$ cat config.mk
export PLATFORM = sky130hd
export DESIGN_NAME = asr_envelope_generator
export DESIGN_NICKNAME = d
export VERILOG_FILES = /design/src/asr_pkg.sv /design/src/asr_envelope_generator.sv /design/src/asr_div.sv /design/src/asr_dp.sv /design/src/asr_ctrl.sv
export SDC_FILE = /design/constraint.sdc
export NUM_CORES = 2
export LEC_CHECK = 0
export BUFFER_PORTS_ARGS = -buffer_cell sky130_fd_sc_hd__clkbuf_2
export CELL_PAD_IN_SITES_DETAIL_PLACEMENT = 0
export CELL_PAD_IN_SITES_GLOBAL_PLACEMENT = 1
export CORE_MARGIN = 5
export CORE_UTILIZATION = 47
export DETAILED_ROUTE_END_ITERATION = 8
export GPL_TIMING_DRIVEN = 0
export PLACE_DENSITY_LB_ADDON = 0.3
export SETUP_SLACK_MARGIN = 0.3
export SLEW_MARGIN = 15
export SYNTH_ARGS = -nofsm -noshare
export SYNTH_HDL_FRONTEND = slang
export SYNTH_SLANG_ARGS = --single-unit
$ cat constraint.sdc
create_clock -name clk -period 7.22 [get_ports clk]
set_input_delay 1.444 -clock clk [delete_from_list [all_inputs] [get_ports clk]]
set_output_delay 1.444 -clock clk [all_outputs]
set_load 0.005 [all_outputs]
$ cat src/asr_pkg.sv
`timescale 1ns / 1ps
// ----------------------------------------------------------------------------
// asr_pkg
// Shared widths, codes, state encoding and controller/datapath interface types
// for the linear attack-sustain-release envelope generator.
// ----------------------------------------------------------------------------
package asr_pkg;

  localparam int TIME_W    = 32;
  localparam int FRAC_W    = 16;
  localparam int LEVEL_W   = FRAC_W + 1;
  localparam int CFG_W     = 32;
  localparam int CFG_IDX_W = 1;
  localparam int DIV_CNT_W = 6;

  localparam logic [CFG_W-1:0]     DUR_RESET   = CFG_W'(1000);
  localparam logic [LEVEL_W-1:0]   LEVEL_FULL  = {1'b1, {FRAC_W{1'b0}}};
  localparam logic [LEVEL_W-1:0]   LEVEL_ZERO  = '0;
  localparam logic [DIV_CNT_W-1:0] STEPS_LEVEL = DIV_CNT_W'(FRAC_W + 1);
  localparam logic [DIV_CNT_W-1:0] STEPS_CEIL  = DIV_CNT_W'(TIME_W);

  typedef enum logic [1:0] {
    OP_TICK,
    OP_ATTACK,
    OP_RELEASE
  } opcode_t;

  typedef enum logic [1:0] {
    PH_IDLE,
    PH_ATTACK,
    PH_SUSTAIN,
    PH_RELEASE
  } phase_t;

  typedef enum logic [CFG_IDX_W-1:0] {
    CFG_ATTACK_TIME,
    CFG_RELEASE_TIME
  } cfg_idx_t;

  typedef enum logic [3:0] {
    S_IDLE,
    S_DECODE,
    S_ELAPSED,
    S_DIFF,
    S_MUL,
    S_LDC,
    S_DIVC,
    S_FIX,
    S_TICK,
    S_DIVL,
    S_OUT
  } state_t;

  typedef struct packed {
    logic capture;
    logic trig_attack;
    logic trig_release;
    logic calc_elapsed;
    logic calc_diff;
    logic calc_prod;
    logic div_ceil;
    logic fix_start;
    logic tick_full;
    logic tick_zero;
    logic div_level;
    logic level_write;
    logic load_out;
  } cmd_t;

  typedef struct packed {
    logic [1:0] op;
    phase_t     phase;
    logic       e_gt_t1;
    logic       e_gt_t2;
    logic       div_done;
  } sts_t;

endpackage

$ cat src/asr_envelope_generator.sv
`timescale 1ns / 1ps
// ----------------------------------------------------------------------------
// asr_envelope_generator
// Linear attack-sustain-release envelope, one result per input item.
//
// Input channel in_valid/in_ready carries an opcode (tick, attack, release)
// and the current time in ms; each transfer yields one result transfer on
// out_valid/out_ready with the phase and the Q16 level after that item.
// Durations are written through cfg_we/cfg_index/cfg_data; the user must
// write them only while idle, as the block itself does not enforce it.
// Items are handled one at a time. When the level ramps, the result waits
// on 17 divider steps; in idle or sustain, or when a ramp ends, none runs.
// A release during the attack first runs a 32-step division for the
// start-time correction and then goes on as a release.
// The next item is taken in the cycle after the result is loaded.
// Both divisions use the shared divider, one quotient bit per cycle.
// A finished result sits in the output register; the next item is taken
// while it waits, and that item holds in its last step until the receiver
// has taken the earlier result. Synchronous reset puts the envelope idle at
// level 0 and both durations at 1000 ms.
// ----------------------------------------------------------------------------
module asr_envelope_generator (
  input  logic                            clk,
  input  logic                            rst_n,
  input  logic                            in_valid,
  output logic                            in_ready,
  input  logic [1:0]                      in_opcode,
  input  logic [asr_pkg::TIME_W-1:0]      in_now_ms,
  output logic                            out_valid,
  input  logic                            out_ready,
  output logic [1:0]                      out_phase_code,
  output logic [asr_pkg::LEVEL_W-1:0]     out_level,
  input  logic                            cfg_we,
  input  logic [asr_pkg::CFG_IDX_W-1:0]   cfg_index,
  input  logic [asr_pkg::CFG_W-1:0]       cfg_data
);
  import asr_pkg::*;

  cmd_t cmd;
  sts_t sts;

  asr_ctrl u_ctrl (
    .clk       (clk),
    .rst_n     (rst_n),
    .in_valid  (in_valid),
    .in_ready  (in_ready),
    .out_valid (out_valid),
    .out_ready (out_ready),
    .sts       (sts),
    .cmd       (cmd)
  );

  asr_dp u_dp (
    .clk            (clk),
    .rst_n          (rst_n),
    .cmd            (cmd),
    .sts            (sts),
    .in_opcode      (in_opcode),
    .in_now_ms      (in_now_ms),
    .cfg_we         (cfg_we),
    .cfg_index      (cfg_index),
    .cfg_data       (cfg_data),
    .out_phase_code (out_phase_code),
    .out_level      (out_level)
  );

endmodule

$ cat src/asr_div.sv
`timescale 1ns / 1ps
// ----------------------------------------------------------------------------
// asr_div
// Restoring divider, one quotient bit per cycle. The upper dividend word must
// be below the divisor; the lower word is shifted in for the given step count.
// ----------------------------------------------------------------------------
module asr_div (
  input  logic                            clk,
  input  logic                            rst_n,
  input  logic                            start,
  input  logic [asr_pkg::TIME_W-1:0]      hi,
  input  logic [asr_pkg::TIME_W-1:0]      lo,
  input  logic [asr_pkg::TIME_W-1:0]      den,
  input  logic [asr_pkg::DIV_CNT_W-1:0]   steps,
  output logic                            done,
  output logic [asr_pkg::TIME_W-1:0]      quot,
  output logic                            rem_nz
);
  import asr_pkg::*;

  logic [DIV_CNT_W-1:0] cnt_r;
  logic [TIME_W-1:0]    rem_r;
  logic [TIME_W-1:0]    lo_r;
  logic [TIME_W-1:0]    den_r;
  logic [TIME_W-1:0]    quot_r;
  logic [TIME_W:0]      trial;
  logic                 ge;
  logic [TIME_W:0]      diff;

  assign trial = {rem_r, lo_r[TIME_W-1]};
  assign ge    = trial >= {1'b0, den_r};
  assign diff  = trial - {1'b0, den_r};

  always_ff @(posedge clk) begin
    if (!rst_n) begin
      cnt_r <= '0;
    end else if (start) begin
      cnt_r <= steps;
    end else if (cnt_r != '0) begin
      cnt_r <= cnt_r - DIV_CNT_W'(1);
    end
  end

  always_ff @(posedge clk) begin
    if (start) begin
      rem_r  <= hi;
      lo_r   <= lo;
      den_r  <= den;
      quot_r <= '0;
    end else if (cnt_r != '0) begin
      rem_r  <= ge ? diff[TIME_W-1:0] : trial[TIME_W-1:0];
      lo_r   <= {lo_r[TIME_W-2:0], 1'b0};
      quot_r <= {quot_r[TIME_W-2:0], ge};
    end
  end

  assign done   = cnt_r == '0;
  assign quot   = quot_r;
  assign rem_nz = rem_r != '0;

endmodule

$ cat src/asr_dp.sv
`timescale 1ns / 1ps
// ----------------------------------------------------------------------------
// asr_dp
// Envelope datapath: duration registers, envelope state, elapsed time, the
// release-during-attack product, the shared divider and the result register.
// ----------------------------------------------------------------------------
module asr_dp (
  input  logic                              clk,
  input  logic                              rst_n,
  input  asr_pkg::cmd_t                     cmd,
  output asr_pkg::sts_t                     sts,
  input  logic [1:0]                        in_opcode,
  input  logic [asr_pkg::TIME_W-1:0]        in_now_ms,
  input  logic                              cfg_we,
  input  logic [asr_pkg::CFG_IDX_W-1:0]     cfg_index,
  input  logic [asr_pkg::CFG_W-1:0]         cfg_data,
  output logic [1:0]                        out_phase_code,
  output logic [asr_pkg::LEVEL_W-1:0]       out_level
);
  import asr_pkg::*;

  logic [TIME_W-1:0]    attack_r;
  logic [TIME_W-1:0]    release_r;
  logic [CFG_W-1:0]     cfg_dur;
  phase_t               phase_r;
  logic [TIME_W-1:0]    start_r;
  logic [LEVEL_W-1:0]   level_r;
  logic [1:0]           op_r;
  logic [TIME_W-1:0]    now_r;
  logic [TIME_W-1:0]    e_r;
  logic [TIME_W-1:0]    diff_r;
  logic [2*TIME_W-1:0]  prod_r;
  logic [1:0]           out_phase_r;
  logic [LEVEL_W-1:0]   out_level_r;

  logic                 e_gt_t1;
  logic                 e_gt_t2;
  logic                 div_start;
  logic                 div_done;
  logic                 rem_nz;
  logic [TIME_W-1:0]    quot;
  logic [TIME_W-1:0]    num;
  logic [TIME_W-1:0]    div_hi;
  logic [TIME_W-1:0]    div_lo;
  logic [TIME_W-1:0]    div_den;
  logic [DIV_CNT_W-1:0] div_steps;
  logic [TIME_W-1:0]    back_off;

  // a zero duration counts as one millisecond
  assign cfg_dur = (cfg_data == '0) ? CFG_W'(1) : cfg_data;

  always_ff @(posedge clk) begin
    if (!rst_n) begin
      attack_r  <= DUR_RESET;
      release_r <= DUR_RESET;
    end else if (cfg_we) begin
      case (cfg_idx_t'(cfg_index))
        CFG_ATTACK_TIME:  attack_r  <= cfg_dur;
        CFG_RELEASE_TIME: release_r <= cfg_dur;
        default: ;
      endcase
    end
  end

  assign e_gt_t1 = e_r > attack_r;
  assign e_gt_t2 = e_r > release_r;

  always_comb begin
    num = (phase_r == PH_ATTACK) ? e_r : release_r - e_r;
    if (cmd.div_ceil) begin
      div_hi    = prod_r[2*TIME_W-1:TIME_W];
      div_lo    = prod_r[TIME_W-1:0];
      div_den   = attack_r;
      div_steps = STEPS_CEIL;
    end else begin
      // numerator never exceeds the divisor, so pre-shift by one
      div_hi    = {1'b0, num[TIME_W-1:1]};
      div_lo    = {num[0], {(TIME_W-1){1'b0}}};
      div_den   = (phase_r == PH_ATTACK) ? attack_r : release_r;
      div_steps = STEPS_LEVEL;
    end
  end

  assign div_start = cmd.div_ceil | cmd.div_level;
  assign back_off  = quot + TIME_W'(rem_nz);

  asr_div u_div (
    .clk    (clk),
    .rst_n  (rst_n),
    .start  (div_start),
    .hi     (div_hi),
    .lo     (div_lo),
    .den    (div_den),
    .steps  (div_steps),
    .done   (div_done),
    .quot   (quot),
    .rem_nz (rem_nz)
  );

  always_ff @(posedge clk) begin
    if (!rst_n) begin
      phase_r <= PH_IDLE;
      start_r <= '0;
      level_r <= LEVEL_ZERO;
    end else begin
      if (cmd.trig_attack) begin
        phase_r <= PH_ATTACK;
        start_r <= now_r;
      end
      if (cmd.trig_release) begin
        phase_r <= PH_RELEASE;
        start_r <= now_r;
      end
      if (cmd.fix_start) begin
        phase_r <= PH_RELEASE;
        start_r <= now_r - back_off;
      end
      if (cmd.tick_full) begin
        phase_r <= PH_SUSTAIN;
        level_r <= LEVEL_FULL;
      end
      if (cmd.tick_zero) begin
        phase_r <= PH_IDLE;
        level_r <= LEVEL_ZERO;
      end
      if (cmd.level_write) begin
        level_r <= quot[LEVEL_W-1:0];
      end
    end
  end

  always_ff @(posedge clk) begin
    if (cmd.capture) begin
      op_r  <= in_opcode;
      now_r <= in_now_ms;
    end
    if (cmd.calc_elapsed) begin
      e_r <= now_r - start_r;
    end
    if (cmd.calc_diff) begin
      diff_r <= attack_r - (e_gt_t1 ? attack_r : e_r);
    end
    if (cmd.calc_prod) begin
      prod_r <= (2*TIME_W)'(release_r) * (2*TIME_W)'(diff_r);
    end
    if (cmd.load_out) begin
      out_phase_r <= phase_r;
      out_level_r <= level_r;
    end
  end

  assign sts.op       = op_r;
  assign sts.phase    = phase_r;
  assign sts.e_gt_t1  = e_gt_t1;
  assign sts.e_gt_t2  = e_gt_t2;
  assign sts.div_done = div_done;

  assign out_phase_code = out_phase_r;
  assign out_level      = out_level_r;

endmodule

$ cat src/asr_ctrl.sv
`timescale 1ns / 1ps
// ----------------------------------------------------------------------------
// asr_ctrl
// Sequencer for one item: trigger handling, elapsed time, optional start-time
// correction, level division and hand-off to the result register.
// ----------------------------------------------------------------------------
module asr_ctrl (
  input  logic          clk,
  input  logic          rst_n,
  input  logic          in_valid,
  output logic          in_ready,
  output logic          out_valid,
  input  logic          out_ready,
  input  asr_pkg::sts_t sts,
  output asr_pkg::cmd_t cmd
);
  import asr_pkg::*;

  state_t state_r;
  state_t state_nxt;
  logic   out_valid_r;
  logic   out_valid_nxt;

  always_ff @(posedge clk) begin
    if (!rst_n) begin
      state_r     <= S_IDLE;
      out_valid_r <= 1'b0;
    end else begin
      state_r     <= state_nxt;
      out_valid_r <= out_valid_nxt;
    end
  end

  always_comb begin
    state_nxt = state_r;
    cmd       = '0;
    case (state_r)
      S_IDLE: begin
        if (in_valid) begin
          cmd.capture = 1'b1;
          state_nxt   = S_DECODE;
        end
      end
      S_DECODE: begin
        if (sts.op == OP_ATTACK) begin
          cmd.trig_attack = 1'b1;
        end else if (sts.op == OP_RELEASE && sts.phase == PH_SUSTAIN) begin
          cmd.trig_release = 1'b1;
        end
        state_nxt = S_ELAPSED;
      end
      S_ELAPSED: begin
        cmd.calc_elapsed = 1'b1;
        if (sts.op == OP_RELEASE && sts.phase == PH_ATTACK) begin
          state_nxt = S_DIFF;
        end else begin
          state_nxt = S_TICK;
        end
      end
      S_DIFF: begin
        cmd.calc_diff = 1'b1;
        state_nxt     = S_MUL;
      end
      S_MUL: begin
        cmd.calc_prod = 1'b1;
        state_nxt     = S_LDC;
      end
      S_LDC: begin
        cmd.div_ceil = 1'b1;
        state_nxt    = S_DIVC;
      end
      S_DIVC: begin
        if (sts.div_done) begin
          state_nxt = S_FIX;
        end
      end
      S_FIX: begin
        cmd.fix_start = 1'b1;
        state_nxt     = S_ELAPSED;
      end
      S_TICK: begin
        case (sts.phase)
          PH_ATTACK: begin
            if (sts.e_gt_t1) begin
              cmd.tick_full = 1'b1;
              state_nxt     = S_OUT;
            end else begin
              cmd.div_level = 1'b1;
              state_nxt     = S_DIVL;
            end
          end
          PH_RELEASE: begin
            if (sts.e_gt_t2) begin
              cmd.tick_zero = 1'b1;
              state_nxt     = S_OUT;
            end else begin
              cmd.div_level = 1'b1;
              state_nxt     = S_DIVL;
            end
          end
          default: state_nxt = S_OUT;
        endcase
      end
      S_DIVL: begin
        if (sts.div_done) begin
          cmd.level_write = 1'b1;
          state_nxt       = S_OUT;
        end
      end
      S_OUT: begin
        if (!out_valid_r || out_ready) begin
          cmd.load_out = 1'b1;
          state_nxt    = S_IDLE;
        end
      end
      default: state_nxt = S_IDLE;
    endcase
  end

  assign out_valid_nxt = (out_valid_r && !out_ready) || cmd.load_out;
  assign in_ready      = state_r == S_IDLE;
  assign out_valid     = out_valid_r;

endmodule

== After elaboration in Yosys (flattened, before gate mapping) ==
Cells that the tools add are included.

* Multipliers: 1
* Reduce and logical (&&, ||, !) cells: 22
* Muxes and demuxes: 57
* $add $sub $neg: 7
* Bitwise operators: 3
* Equality and inequality tests: 19
* Order comparisons: 3

{| class="wikitable"
|+ Operators with widths
! operator !! count
|-
| $mux W32 || 15
|-
| $sub A32 B32 Y32 || 5
|-
| $gt A32 B32 Y1 || 2
|-
| $mul A32 B32 Y64 || 1
|-
| $mux W17 || 3
|-
| $pmux W4 S10 || 1
|-
| $ge A33 B32 Y1 || 1
|-
| $add A32 B1 Y32 || 1
|-
| $logic_not A32 Y1 || 1
|-
| $reduce_bool A32 Y1 || 1
|-
| $mux W1 || 20
|-
| $mux W4 || 5
|-
| $mux W6 || 3
|-
| $eq A4 B3 Y1 const B || 4
|-
| $mux W2 || 7
|-
| $eq A4 B4 Y1 const B || 3
|-
| $eq A4 B2 Y1 const B || 2
|-
| $eq A2 B2 Y1 const B || 3
|-
| $logic_not A6 Y1 || 1
|-
| $ne A2 B1 Y1 const B || 3
|-
| $reduce_bool A3 Y1 || 2
|-
| $reduce_bool A6 Y1 || 1
|-
| $sub A6 B1 Y6 const B || 1
|-
| $eq A2 B1 Y1 const B || 2
|-
| 17 further kinds || 24
|}

* Register bits: 435
* Output and inout bits: 21
* Logic and storage cells: 132
* Bits of input ports: 72

== Logic depth before layout (Yosys ltp) ==
* Word-level depth: 9
* Depth in mapped cells: 28
* Depth with buffers taken out: 26

== Modules after synthesis ==
A second synthesis with hierarchy kept.

* Cells, all modules: 6528
* Area, all modules: 60185.2 um2

{| class="wikitable"
|+ By module, submodules not included
! module !! area an instance (um2) !! cells an instance !! instances
|-
| asr_dp || 52312.7 || 5778 || 1
|-
| asr_div || 7387.1 || 685 || 1
|-
| asr_ctrl || 485.5 || 65 || 1
|}

== Worst setup path before layout ==
OpenSTA, ideal clock, no wires.

* Kind: register to register
* Start: register u_dp.release_r[31]
* End: register u_dp.prod_r[63], data pin
* Clock period less this slack: 7.495 ns
* Stages on the path, launching flop included: 28
* Path slack: -0.275 ns
* Required time: 6.954 ns
* Buffers on the path: 2
* Setup time: 0.266 ns
* Data arrival time: 7.229 ns
* Cells stage by stage: dfxtp_1 clkbuf_1 nand2_1 fa_1 inv_1 fa_1 fa_1 inv_1 fa_1 inv_1 fa_1 fa_1 fa_1 inv_1 fa_1 inv_1 ha_1 clkbuf_1 a21oi_1 o21ai_1 a2111oi_1 o22ai_1 a221oi_1 o21ai_1 a211oi_2 nor4b_1 o41ai_1 xnor2_1

* Word-level cells in the longest chain between the ends: 1

{| class="wikitable"
|+ Ends and longest elaborated chain
! element !! line !! text
|-
| start: declaration || asr_dp.sv:23 || <nowiki>logic [TIME_W-1:0] release_r;</nowiki>
|-
| start signal: assignment || asr_dp.sv:59 || <nowiki>CFG_RELEASE_TIME: release_r <= cfg_dur;</nowiki>
|-
| $mul A32 B32 Y64 || asr_dp.sv:144 || <nowiki>prod_r <= (2*TIME_W)'(release_r) * (2*TIME_W)'(diff_r);</nowiki>
|-
| end signal: assignment || asr_dp.sv:144 ||
|-
| end: declaration || asr_dp.sv:32 || <nowiki>logic [2*TIME_W-1:0] prod_r;</nowiki>
|}

Every way passes these cells.
A chain may end at the register's enable or synchronous reset.

== Worst setup path in the final report ==
* Start: register u_dp.diff_r[20]
* End: register u_dp.prod_r[63], data pin

* Word-level cells in the longest chain between the ends: 1

{| class="wikitable"
|+ Ends and longest elaborated chain
! element !! line !! text
|-
| start: declaration || asr_dp.sv:31 || <nowiki>logic [TIME_W-1:0] diff_r;</nowiki>
|-
| start signal: assignment || asr_dp.sv:141 || <nowiki>diff_r <= attack_r - (e_gt_t1 ? attack_r : e_r);</nowiki>
|-
| $mul A32 B32 Y64 || asr_dp.sv:144 ||
|}

Every way passes these cells.

==> metrics <==
Seq/Total Area, Yosys=roughly a fifth; largest family of logic cells by synthesized area=adder cells; Post-route DRC=0; Synth Area in Compound Gates=between 10% and 20%; fin worst setup slack=-0.728 ns; maximum root-to-sink buffer count=3; count leader, synth=inv_1; Worst slew margin=a little over a fifth; Yosys top cell area share=a little under a third; failing checks=setup timing; nets=~8300; clock-pin slew on the worst setup and hold paths=~0.070 ns; fin cells=roughly 8500; IO Pins=slightly above 90; fin area=69300 um2; multiplexer share of the synthesized area=less than 1%; initial antenna violation count=13; max_cap viols=0; adder-cell share of the synthesized area=approximately two fifths; Die X=~360 um; number of synthesized flops with an enable pin=approximately 280; status=complete, but fails checks; core region area=between 100000 and 150000 um2; CTS tree=built; final setup violation count=39; Final Hold Vio Count=0; DR vias=around 50000; antenna viol nets, final=0; f_max=126 MHz; top cells by instance count after synthesis=1117 x inv_1, 902 x fa_1, 825 x nand2_1; chip height=~360 um; Layout Skew=slightly above 0.06 ns; CP arrival=8.31 ns; period utilization=110%; routability cong.=1.08; Slew @ Worst Pin=between 1 and 1.5 ns; unrepaired setup endpoints after global routing=yes; initial drt markers=approximately 4400; library cells used by synthesis=88; CTS Sinks=about 440; Post-synth ARST share=0%; Req. time, crit path=around 7.6 ns; Simple-Gate Fraction of Synth Area=between 10% and 20%; Yosys top cell by area=fa_1; Worst Hold Class=reg -> reg; first-pass GRT wire length=between 300 and 400 mm; fin. max-slew vios=0; layout cells sized above 1=14.2%; detailed placement HPWL=~190 mm; total grt overflow=0; Post-Synth XOR/XNOR Area=about 2.7%; clock root buffer=clkbuf_16; H-tree depth=2; Area Growth Syn to Fin=17.1%; syn_nets=~8000; largest net degree at the start of global routing=48; Syn Std Cell Area=~60000 um2; all-layer global routing usage=roughly 34%; kind of critical path=reg -> reg; Avg Vias per Cell=approximately 5.7; cell count after placement=between 8000 and 9000; drt total wl=~230 mm; yosys warns=0; initial core utilization=a little under half; mean routed wirelength per cell=around 27 um; prevailing post-synth register cell=edfxtp_1; Clock Latency Late Sink=between 0.6 and 0.7 ns; Post-Synthesis Cells=6470; Post-DP Area=just over 60000 um2; Crit. End Element=flip-flop; average size of a mapped cell=~9.1 um2; synth top area cells=fa_1 31%, edfxtp_1 14%, ha_1 10%, inv_1 7.1%, and2_1 6.5%; row count=130; Tmin final=7.95 ns; DIE AREA=133000 um2; vias in the first global route=49800; drt pass-1 iters=5; Startpoint Class=flip-flop; register bit total from synthesis=roughly 440; Max FO, Critical Path=8; # port buffers=92; Num CTS Buffers=46
final cells by class:
type	count	area (um2)
antenna	11	27.5
inverter	1118	4200
tap	1650	2060
multi-input combinational	4594	44000
sequential	435	11600
clock buffer	49	1160
buffer	322	3200
clock inverter	37	440
timing repair buffer	323	2570
fill	11300	56100
timing repair:
item,CTS,global route
hold buffers,0,0
buffers inserted,190,22
cloned,1,0
setup endpoints to repair,59,49
pin swaps,169,123
resized for setup,759,187
worst max-delay path: stages, from the launching register on:
cell	delay [ns]
edfxtp_1	0.52
clkbuf_8	0.21
buf_4	0.13
and2_1	0.16
fa_1	0.53
inv_1	0.05
fa_1	0.47
inv_1	0.05
fa_1	0.55
fa_2	0.53
fa_1	0.56
fa_1	0.54
fa_2	0.65
ha_4	0.22
ha_4	0.23
clkbuf_4	0.18
a21o_1	0.20
a2111oi_4	0.37
o22ai_2	0.14
a221oi_2	0.29
o21ai_2	0.09
buf_6	0.14
a211oi_4	0.23
buf_4	0.16
nor4b_4	0.05
o41ai_4	0.28
xnor2_2	0.15
state kept, by name, indices dropped and copies added, names as in the netlist:
name and count:
u_ctrl.out_valid 1, u_ctrl.state_r 4, u_dp.attack_r 32, u_dp.diff_r 32
u_dp.e_r 32, u_dp.level_r 17, u_dp.now_r 32, u_dp.op_r 2
u_dp.out_level 17, u_dp.out_phase_code 2, u_dp.phase_r 2, u_dp.prod_r 64
u_dp.release_r 32, u_dp.start_r 32, u_dp.u_div.cnt_r 6, u_dp.u_div.den_r 32
u_dp.u_div.lo_r 32, u_dp.u_div.quot 32, u_dp.u_div.rem_r 32
final timing paths:
path,start,to,slack [ns],cells past startpoint
setup / recovery,u_dp.diff_r[20],u_dp.prod_r[63],-0.73,26
hold / removal,u_dp.level_r[6],u_dp.out_level[6],0.44,0
setup reg to reg,u_dp.diff_r[20],u_dp.prod_r[63],-0.73,26
hold reg to reg,u_dp.level_r[6],u_dp.out_level[6],0.44,0
routing by layer:
metal | track usage [%] | part of all wire, % | vias up
met5 | 0 | 0 | -
met4 | 20.2 | 7.6 | 0
met2 | 55.6 | 45 | 2295
li1 | - | - | 21500
met3 | 7.08 | 8.7 | 636
met1 | 42.9 | 38 | 24400
through the flow:
| step | setup TNS (ns) | hold slack (ns) | utilization, % | setup WS [ns] |
|---|---|---|---|---|
| 2_1_floorplan | -0.0319 | 0.409 | - | -0.0319 |
| 3_3_place_gp | -135.52 | 0.413 | 49.5 | -2.55 |
| 3_5_place_dp | -68.56 | 0.419 | 49.6 | -2.48 |
| 4_1_cts | -11.53 | 0.435 | 54.5 | -0.700 |
| 5_1_grt | -20.60 | 0.444 | 55.2 | -0.901 |
| 6_report | -14.53 | 0.436 | 55.2 | -0.728 |
logic make-up after synthesis:
| logic type | count (synthesis) |
|---|---|
| xor+xnor | 182 |
| compound gates | 1014 |
| simple gates | 1993 |
| buf+inv | 1441 |
| flops | 435 |
| mux | 21 |
| fa+ha+maj | 1384 |
cell usage in the layout (no fill, tap or decap), drive strengths merged, types with 16 or more instances in the layout:
cell type / Yosys / final
inv: 1118 / 1129
fa: 902 / 902
nand2: 825 / 825
and2: 611 / 611
ha: 482 / 482
clkbuf: 298 / 415
a21oi: 348 / 348
buf: 25 / 279
edfxtp: 277 / 277
nor2: 202 / 202
o21ai: 186 / 186
dfxtp: 158 / 158
a21o: 112 / 112
xnor2: 111 / 111
nand3: 76 / 76
xor2: 71 / 71
nor3: 62 / 62
a211oi: 43 / 43
nor2b: 37 / 37
nand4: 36 / 36
nand2b: 33 / 33
a22o: 33 / 33
o21a: 32 / 32
o211ai: 31 / 31
a31oi: 29 / 29
and3: 27 / 27
a22oi: 25 / 25
nor4: 24 / 24
o21bai: 24 / 24
o221ai: 21 / 21
mux2i: 16 / 16
a221oi: 16 / 16
Power is not shown: default switching activity piles up to over one toggle a cycle in this logic, so the estimate is an artifact.
